$ cat src/sv/p3s_pkg.sv
package p3s_pkg;

    localparam int COEF_FRAC_BITS_DEF = 14;
    localparam int PIX_W              = 8;
    localparam int XYZ_FRAC_BITS      = 8;
    // X, Y, Z stay below 1.09 * 255 with 8 fraction bits
    localparam int XYZ_W              = 17;
    localparam longint DEC_SCALE      = 64'sd100000000;

    typedef logic [2:0][PIX_W-1:0] t_pix;   // [0] red, [1] green, [2] blue
    typedef logic [2:0][XYZ_W-1:0] t_xyz;   // [0] X, [1] Y, [2] Z

    // Matrix entries as decimal value times 1e8, row major
    localparam longint P3_TO_XYZ_DEC [9] = '{
        64'sd48657095, 64'sd26566769, 64'sd19821729,
        64'sd22897457, 64'sd69173852, 64'sd7928691,
        64'sd0,        64'sd4511338,  64'sd104394437
    };

    localparam longint XYZ_TO_SRGB_DEC [9] = '{
        64'sd324060000,  -64'sd153720000, -64'sd49860000,
        -64'sd96890000,  64'sd187580000,  64'sd4150000,
        64'sd5570000,    -64'sd20400000,  64'sd105700000
    };

    // Fixed-point coefficient, rounded to nearest, ties away from zero
    function automatic longint quant_coef(input longint dec, input int frac);
        longint one;
        longint q;
        one = longint'(1) << frac;
        if (dec < 0) begin
            q = -(((-dec) * one + DEC_SCALE / 2) / DEC_SCALE);
        end else begin
            q = (dec * one + DEC_SCALE / 2) / DEC_SCALE;
        end
        return q;
    endfunction

endpackage

$ cat src/sv/p3s_xyz_stage.sv
module p3s_xyz_stage #(
    parameter int COEF_FRAC_BITS = p3s_pkg::COEF_FRAC_BITS_DEF
) (
    input  logic          i_clk,
    input  logic          i_rst_n,
    input  logic          i_valid,
    output logic          o_ready,
    input  p3s_pkg::t_pix i_pix,
    output logic          o_valid,
    input  logic          i_ready,
    output p3s_pkg::t_xyz o_xyz
);

    localparam int C1_W   = COEF_FRAC_BITS + 1;           // all entries below 2.0
    localparam int P1_W   = p3s_pkg::PIX_W + C1_W;
    localparam int ACC1_W = P1_W + 3;                     // three terms plus round
    localparam int SH1    = COEF_FRAC_BITS - p3s_pkg::XYZ_FRAC_BITS;

    localparam logic [ACC1_W-1:0] HALF1 = ACC1_W'(1) << (SH1 - 1);

    logic [P1_W-1:0] r_prod [9];
    logic            r_v1;
    logic            r_v2;
    logic            n_v1;
    logic            n_v2;
    logic            adv1;
    logic            adv2;
    p3s_pkg::t_xyz   r_xyz;
    p3s_pkg::t_xyz   xyz_rnd;

    assign adv2    = !r_v2 || i_ready;
    assign adv1    = !r_v1 || adv2;
    assign o_ready = adv1;
    assign o_valid = r_v2;
    assign o_xyz   = r_xyz;

    always_comb begin
        n_v1 = adv1 ? i_valid : r_v1;
        n_v2 = adv2 ? r_v1 : r_v2;
    end

    always_ff @(posedge i_clk) begin
        if (!i_rst_n) begin
            r_v1 <= 1'b0;
            r_v2 <= 1'b0;
        end else begin
            r_v1 <= n_v1;
            r_v2 <= n_v2;
        end
    end

    for (genvar k = 0; k < 9; k++) begin : g_mul
        localparam logic [C1_W-1:0] COEF =
            C1_W'(p3s_pkg::quant_coef(p3s_pkg::P3_TO_XYZ_DEC[k], COEF_FRAC_BITS));
        always_ff @(posedge i_clk) begin
            if (adv1) begin
                r_prod[k] <= P1_W'(i_pix[k % 3]) * P1_W'(COEF);
            end
        end
    end

    // all terms non-negative: plain add-half round
    for (genvar r = 0; r < 3; r++) begin : g_row
        logic [ACC1_W-1:0] acc;
        assign acc = ACC1_W'(r_prod[3*r]) + ACC1_W'(r_prod[3*r+1])
                   + ACC1_W'(r_prod[3*r+2]) + HALF1;
        assign xyz_rnd[r] = p3s_pkg::XYZ_W'(acc >> SH1);
    end

    always_ff @(posedge i_clk) begin
        if (adv2) begin
            r_xyz <= xyz_rnd;
        end
    end

endmodule

$ cat src/sv/p3s_rgb_stage.sv
module p3s_rgb_stage #(
    parameter int COEF_FRAC_BITS = p3s_pkg::COEF_FRAC_BITS_DEF
) (
    input  logic          i_clk,
    input  logic          i_rst_n,
    input  logic          i_valid,
    output logic          o_ready,
    input  p3s_pkg::t_xyz i_xyz,
    output logic          o_valid,
    input  logic          i_ready,
    output p3s_pkg::t_pix o_pix
);

    localparam int C2_W  = COEF_FRAC_BITS + 3;            // |entry| below 4.0, signed
    localparam int X_W   = p3s_pkg::XYZ_W + 1;
    localparam int P2_W  = X_W + C2_W;
    localparam int ACC_W = P2_W + 3;
    localparam int SH2   = COEF_FRAC_BITS + p3s_pkg::XYZ_FRAC_BITS;
    localparam int HI_W  = ACC_W - SH2;

    localparam logic signed [ACC_W-1:0] HALF2 = ACC_W'(1) <<< (SH2 - 1);

    logic signed [P2_W-1:0] r_prod [9];
    logic                   r_v1;
    logic                   r_v2;
    logic                   n_v1;
    logic                   n_v2;
    logic                   adv1;
    logic                   adv2;
    p3s_pkg::t_pix          r_pix;
    p3s_pkg::t_pix          pix_clip;

    assign adv2    = !r_v2 || i_ready;
    assign adv1    = !r_v1 || adv2;
    assign o_ready = adv1;
    assign o_valid = r_v2;
    assign o_pix   = r_pix;

    always_comb begin
        n_v1 = adv1 ? i_valid : r_v1;
        n_v2 = adv2 ? r_v1 : r_v2;
    end

    always_ff @(posedge i_clk) begin
        if (!i_rst_n) begin
            r_v1 <= 1'b0;
            r_v2 <= 1'b0;
        end else begin
            r_v1 <= n_v1;
            r_v2 <= n_v2;
        end
    end

    for (genvar k = 0; k < 9; k++) begin : g_mul
        localparam logic signed [C2_W-1:0] COEF =
            C2_W'(p3s_pkg::quant_coef(p3s_pkg::XYZ_TO_SRGB_DEC[k], COEF_FRAC_BITS));
        logic signed [X_W-1:0] x_s;
        assign x_s = $signed({1'b0, i_xyz[k % 3]});
        always_ff @(posedge i_clk) begin
            if (adv1) begin
                r_prod[k] <= P2_W'(x_s) * P2_W'(COEF);
            end
        end
    end

    for (genvar r = 0; r < 3; r++) begin : g_row
        logic signed [ACC_W-1:0] acc;
        logic signed [ACC_W-1:0] rnd;
        logic        [HI_W-1:0]  hi;
        assign acc = ACC_W'(r_prod[3*r]) + ACC_W'(r_prod[3*r+1]) + ACC_W'(r_prod[3*r+2]);
        assign rnd = acc + HALF2;
        assign hi  = rnd[ACC_W-1:SH2];
        always_comb begin
            if (acc <= 0) begin
                pix_clip[r] = '0;
            end else if (|hi[HI_W-1:p3s_pkg::PIX_W]) begin
                pix_clip[r] = '1;
            end else begin
                pix_clip[r] = hi[p3s_pkg::PIX_W-1:0];
            end
        end
    end

    always_ff @(posedge i_clk) begin
        if (adv2) begin
            r_pix <= pix_clip;
        end
    end

endmodule

$ cat src/sv/display_p3_to_srgb_matrix.sv
// Display P3 to sRGB color matrix, four register stages.
// Throughput: one item per cycle while m_axis_tready is high;
// each stage advances on its own, so bubbles close up.
// The stages are two multiply ranks and two add/round ranks (XYZ, then sRGB).
// Reset (i_rst_n low, synchronous) clears the valid bits; data registers are not reset.
module display_p3_to_srgb_matrix #(
    parameter int COEF_FRAC_BITS = p3s_pkg::COEF_FRAC_BITS_DEF
) (
    input  logic        i_clk,
    input  logic        i_rst_n,
    input  logic        s_axis_tvalid,
    output logic        s_axis_tready,
    input  logic [23:0] s_axis_tdata,   // in_red, in_green, in_blue
    output logic        m_axis_tvalid,
    input  logic        m_axis_tready,
    output logic [23:0] m_axis_tdata    // out_red, out_green, out_blue
);

    logic          xyz_valid;
    logic          xyz_ready;
    p3s_pkg::t_xyz xyz;
    p3s_pkg::t_pix pix_out;

    p3s_xyz_stage #(
        .COEF_FRAC_BITS(COEF_FRAC_BITS)
    ) u_xyz (
        .i_clk   (i_clk),
        .i_rst_n (i_rst_n),
        .i_valid (s_axis_tvalid),
        .o_ready (s_axis_tready),
        .i_pix   (p3s_pkg::t_pix'(s_axis_tdata)),
        .o_valid (xyz_valid),
        .i_ready (xyz_ready),
        .o_xyz   (xyz)
    );

    p3s_rgb_stage #(
        .COEF_FRAC_BITS(COEF_FRAC_BITS)
    ) u_rgb (
        .i_clk   (i_clk),
        .i_rst_n (i_rst_n),
        .i_valid (xyz_valid),
        .o_ready (xyz_ready),
        .i_xyz   (xyz),
        .o_valid (m_axis_tvalid),
        .i_ready (m_axis_tready),
        .o_pix   (pix_out)
    );

    assign m_axis_tdata = 24'(pix_out);

endmodule

$ cat config.mk
export PLATFORM = sky130hd
export DESIGN_NAME = display_p3_to_srgb_matrix
export DESIGN_NICKNAME = d
export VERILOG_FILES = /design/src/sv/p3s_pkg.sv /design/src/sv/p3s_xyz_stage.sv /design/src/sv/p3s_rgb_stage.sv /design/src/sv/display_p3_to_srgb_matrix.sv
export SDC_FILE = /design/constraint.sdc
export NUM_CORES = 2
export LEC_CHECK = 0
export BUFFER_PORTS_ARGS = -buffer_cell sky130_fd_sc_hd__buf_2
export CAP_MARGIN = 20
export CORE_MARGIN = 1.5
export CORE_UTILIZATION = 30
export DETAILED_ROUTE_END_ITERATION = 8
export PLACE_DENSITY_LB_ADDON = 0.05
export RECOVER_POWER = 25
export REMOVE_ABC_BUFFERS = 1
export SYNTH_ARGS = -nofsm -noshare
export SYNTH_HDL_FRONTEND = slang
export SYNTH_SLANG_ARGS = --single-unit
$ cat constraint.sdc
create_clock -name i_clk -period 6.95 [get_ports i_clk]
set_input_delay 0 -clock i_clk [delete_from_list [all_inputs] [get_ports i_clk]]
set_output_delay 0 -clock i_clk [all_outputs]
set_load 0.02 [all_outputs]
==> results.py <==
metrics = {
    "timing": {
        "finClkSkew_ns": 0.0297,
        "setup_viol": 0,
        "period_needed_ns": 6.64,
        "fmax_mhz": 150,
        "worst_pin_slew_ns": 3.84,
        "holdWs_ns": 0.0514,
        "period_share_pct": 95.6,
        "slew-limit-headroom_pct": -156,
        "finalHoldViolCount": 0,
        "drv_slew": 200,
        "rsz0062_at_grt": "yes",
    },
    "route": {
        "wl_per_cell_um": 22.1,
        "routed_via_density": 4.61,
        "vias": 44600,
        "drt-pass1-iter-count": 5,
        "ant_nets": 0,
        "wl_mm": 214,
        "drt-initial-drc-count": 2059,
        "drc_errors": 0,
    },
    "critical_path": {
        "start_kind": "register",
        "path_common_cell": "fa_1",
        "r2r_slack_ns": 0.31,
        "end_kind": "register",
        "cpPeakStageDelay_ns": 0.53,
        "path_buf_inv": 6,
        "crit_arrival_ns": 7.07,
        "critPathKind": "reg -> reg",
        "timing.rr.end": "u_rgb.r_prod[2][30]$_DFFE_PP_",
        "cp_cell_sequence": "buf_4 > inv_1 > buf_4 > fa_1 > inv_1 > fa_1 > ha_1 > inv_1 > fa_1 > inv_1 > fa_1 > fa_1 > ha_1 > a21o_1 > a21oi_1 > nand2_1 > o221ai_1 > o2111ai_1 > a311o_1 > a21o_1 > a21o_1 > a21o_1 > a21oi_1 > xnor2_1",
        "timing.rr.start": "u_xyz.o_xyz[21]$_DFFE_PP_",
        "cpMaxStageDelayCell": "fa_1",
        "cp_top_family": "adder cells",
        "cp_max_fo": 9,
        "required_ns": 7.37,
        "ff2ff_path_depth": 24,
    },
    "die": {
        "fp.dieH_um": 475,
        "initial_core_util_pct": 30.2,
        "core_area_um2": 222000,
        "pin_count": 54,
        "rows": 173,
        "dieArea_um2": 226000,
        "die_w_um": 475,
    },
    "logic_synthesis": {
        "yosys.area.top_type": "ha_1",
        "syn_inst": 6375,
        "netlist.area_leader.share_pct": 26.1,
        "synth_flop_cell": "edfxtp_1",
        "synth-seq-cells": 479,
        "async_reset_ff_share_pct": 0,
        "synth.distinct_cells": 89,
        "ys.warnings.count": 0,
        "synth_common_cells": "ha_1, inv_1, fa_1",
        "synth_area_um2": 66900,
        "postSynthAreaPerCell_um2": 10.5,
        "synth-edff-count": 475,
        "synth_seq_area_share_pct": 21.4,
        "synth_area_leaders": "ha_1, fa_1, edfxtp_1, inv_1, xnor2_1",
        "synth_most_common_cell": "ha_1",
    },
    "cts": {
        "clock_latency_ns": 0.69,
        "cts-root-buf": "clkbuf_16",
        "clock_sinks": 479,
        "htreeDepth": 3,
        "clockBufferDepth": 3,
        "tritoncts": "yes",
        "cts_made_buffers": 71,
        "path_clk_slew_ns": 0.06,
    },
    "global_route": {
        "grt_antenna_before_repair": 20,
        "grt_pass1_wl_mm": 315,
        "grt_pass1_vias": 47200,
        "gr-total-overflow": 0,
        "track_usage_pct": 19.2,
        "grt_max_degree": 123,
    },
    "hold_path": {
        "hold_start": "s_axis_tdata[21]",
        "hold_path.class": "in -> reg",
        "holdPathEnd": "u_xyz.r_prod[0][203]$_DFFE_PP_",
        "min_path_cells": 3,
    },
    "flow_run": {
        "drv_cap": 4,
    },
    "cells_and_area": {
        "final_nets": 8803,
        "fillers": 22700,
        "area_delta_synth_final_pct": 11.1,
        "drive_above_1_share_pct": 4.63,
    },
    "place": {
        "routabilityCongestion": 0.881,
        "port_buffers": 53,
        "hpwl_mm": 188,
    },
    "outcome": {
        "outcome": "complete, but fails checks",
        "violations": "capacitance limit, slew limit",
    },
}
==> metal layers <==
metal | global-route usage [%] | up-vias | wire length [µm]
li1 | - | 22000 | -
met1 | 25.4 | 21800 | 98400
met2 | 31.6 | 545 | 99700
met3 | 2.49 | 198 | 6970
met4 | 7.65 | 8 | 8730
met5 | 0 | - | 54
==> kinds of logic (layout without fill, tap and decap cells) <==
logic type / Yosys count / count (layout) / share of synthesized area (%)
AND/OR/NAND/NOR: 964 / 964 / 7.15
adder cells (fa/ha/maj): 2149 / 2149 / 48.6
other: 0 / 15 / 0
XOR/XNOR: 419 / 419 / 5.51
multiplexers: 4 / 4 / 0.0598
flip-flops: 479 / 479 / 21.4
buffers and inverters: 1378 / 1682 / 7.78
AO/OA/AOI/OAI: 982 / 982 / 9.45
==> per-stage QoR <==
| stage | instances | setup slack (ns) | util [%] | TNS [ns] | cell area [µm²] |
|---|---|---|---|---|---|
| 2_1_floorplan | 6348 | -0.102 | - | -27.09 | 66800 |
| 3_3_place_gp | 9492 | 0.0448 | 32.3 | 0 | 71700 |
| 3_5_place_dp | 9492 | -0.0257 | 32.3 | -0.0257 | 71700 |
| 4_1_cts | 9645 | 0.0779 | 33.5 | 0 | 74300 |
| 5_1_grt | 9669 | -0.0185 | 33.5 | -0.0187 | 74300 |
| 6_report | 9669 | 0.305 | 33.5 | 0 | 74300 |
==> worst min-delay path: cells and delay by family <==
kind	cells	cell delay, ns
buffers and inverters	1	0.22
xor gates and xnor gates	1	0.16
adders and majority gates	1	0.22
==> cell type report <==
type / count / area [µm²] / share of cell area (%)
antenna: 15 / 37.5 / 0.0505
clock buffer: 83 / 1840 / 2.48
clock inverter: 43 / 488 / 0.656
inverter: 1351 / 5070 / 6.82
multi-input combinational: 4518 / 47400 / 63.8
sequential: 479 / 14300 / 19.3
tap: 2975 / 3720 / 5.01
timing repair buffer: 205 / 1390 / 1.86
==> timing repair <==
item | in CTS | in global routing
setup buffers | 2 | 9
gates resized for setup | 1 | 12
hold buffers | 25 | 0
endpoints found under the setup margin | 1 | 14
pin swaps | 0 | 1
hold endpoints to repair | 29 | 0
==> registers in the layout, indices dropped and copies added (netlist names) <==
signal,count
u_xyz.r_v1,1
u_xyz.o_xyz,51
u_xyz.r_prod,135
u_rgb.r_prod,265
u_rgb.r_v1,1
u_rgb.o_pix,24
u_xyz.o_valid,1
u_rgb.o_valid,1
==> how the worst max path moves through the flow <==
stage / startpoint / end / depth (start not counted)
2_1_floorplan: u_rgb.o_valid$_SDFFE_PN0P_ / u_rgb.r_prod[0][10]$_DFFE_PP_ / 2
3_3_place_gp: u_xyz.o_xyz[6]$_DFFE_PP_ / u_rgb.r_prod[1][64]$_DFFE_PP_ / 20
3_5_place_dp: u_xyz.o_xyz[6]$_DFFE_PP_ / u_rgb.r_prod[1][64]$_DFFE_PP_ / 20
4_1_cts: u_xyz.o_xyz[2]$_DFFE_PP_ / u_rgb.r_prod[1][65]$_DFFE_PP_ / 21
5_1_grt: u_xyz.o_xyz[21]$_DFFE_PP_ / u_rgb.r_prod[0][68]$_DFFE_PP_ / 24
6_report: u_xyz.o_xyz[21]$_DFFE_PP_ / u_rgb.r_prod[2][30]$_DFFE_PP_ / 24
==> layout by cell type (no fill, tap or decap), types with 15 or more instances in the layout <==
master | Yosys | layout
xor2_1 | 110 | 110
ha_1 | 1397 | 1396
buf_4 | 3 | 117
o211ai_1 | 16 | 16
o21a_1 | 66 | 66
nor4_1 | 19 | 19
clkbuf_16 | 0 | 72
nor2b_1 | 64 | 64
a21o_1 | 108 | 108
buf_2 | 6 | 15
o21ai_0 | 185 | 184
a211oi_1 | 31 | 30
or2_2 | 20 | 20
nand2_1 | 194 | 194
inv_1 | 1351 | 1349
o21bai_1 | 61 | 61
fa_1 | 752 | 751
nand3_1 | 81 | 81
nor3_1 | 96 | 96
a21oi_1 | 309 | 307
nor2_1 | 265 | 265
nand2b_1 | 54 | 54
edfxtp_1 | 475 | 475
clkbuf_1 | 10 | 58
diode_2 | 0 | 15
xnor2_1 | 307 | 305
and3_1 | 40 | 40
or3_1 | 35 | 35
and2_1 | 25 | 25
dlygate4sd3_1 | 0 | 25
a31oi_1 | 44 | 44
nand4_1 | 23 | 23
a21boi_0 | 17 | 17
Power is not shown: default switching activity piles up to over one toggle a cycle in this logic, so the estimate is an artifact.
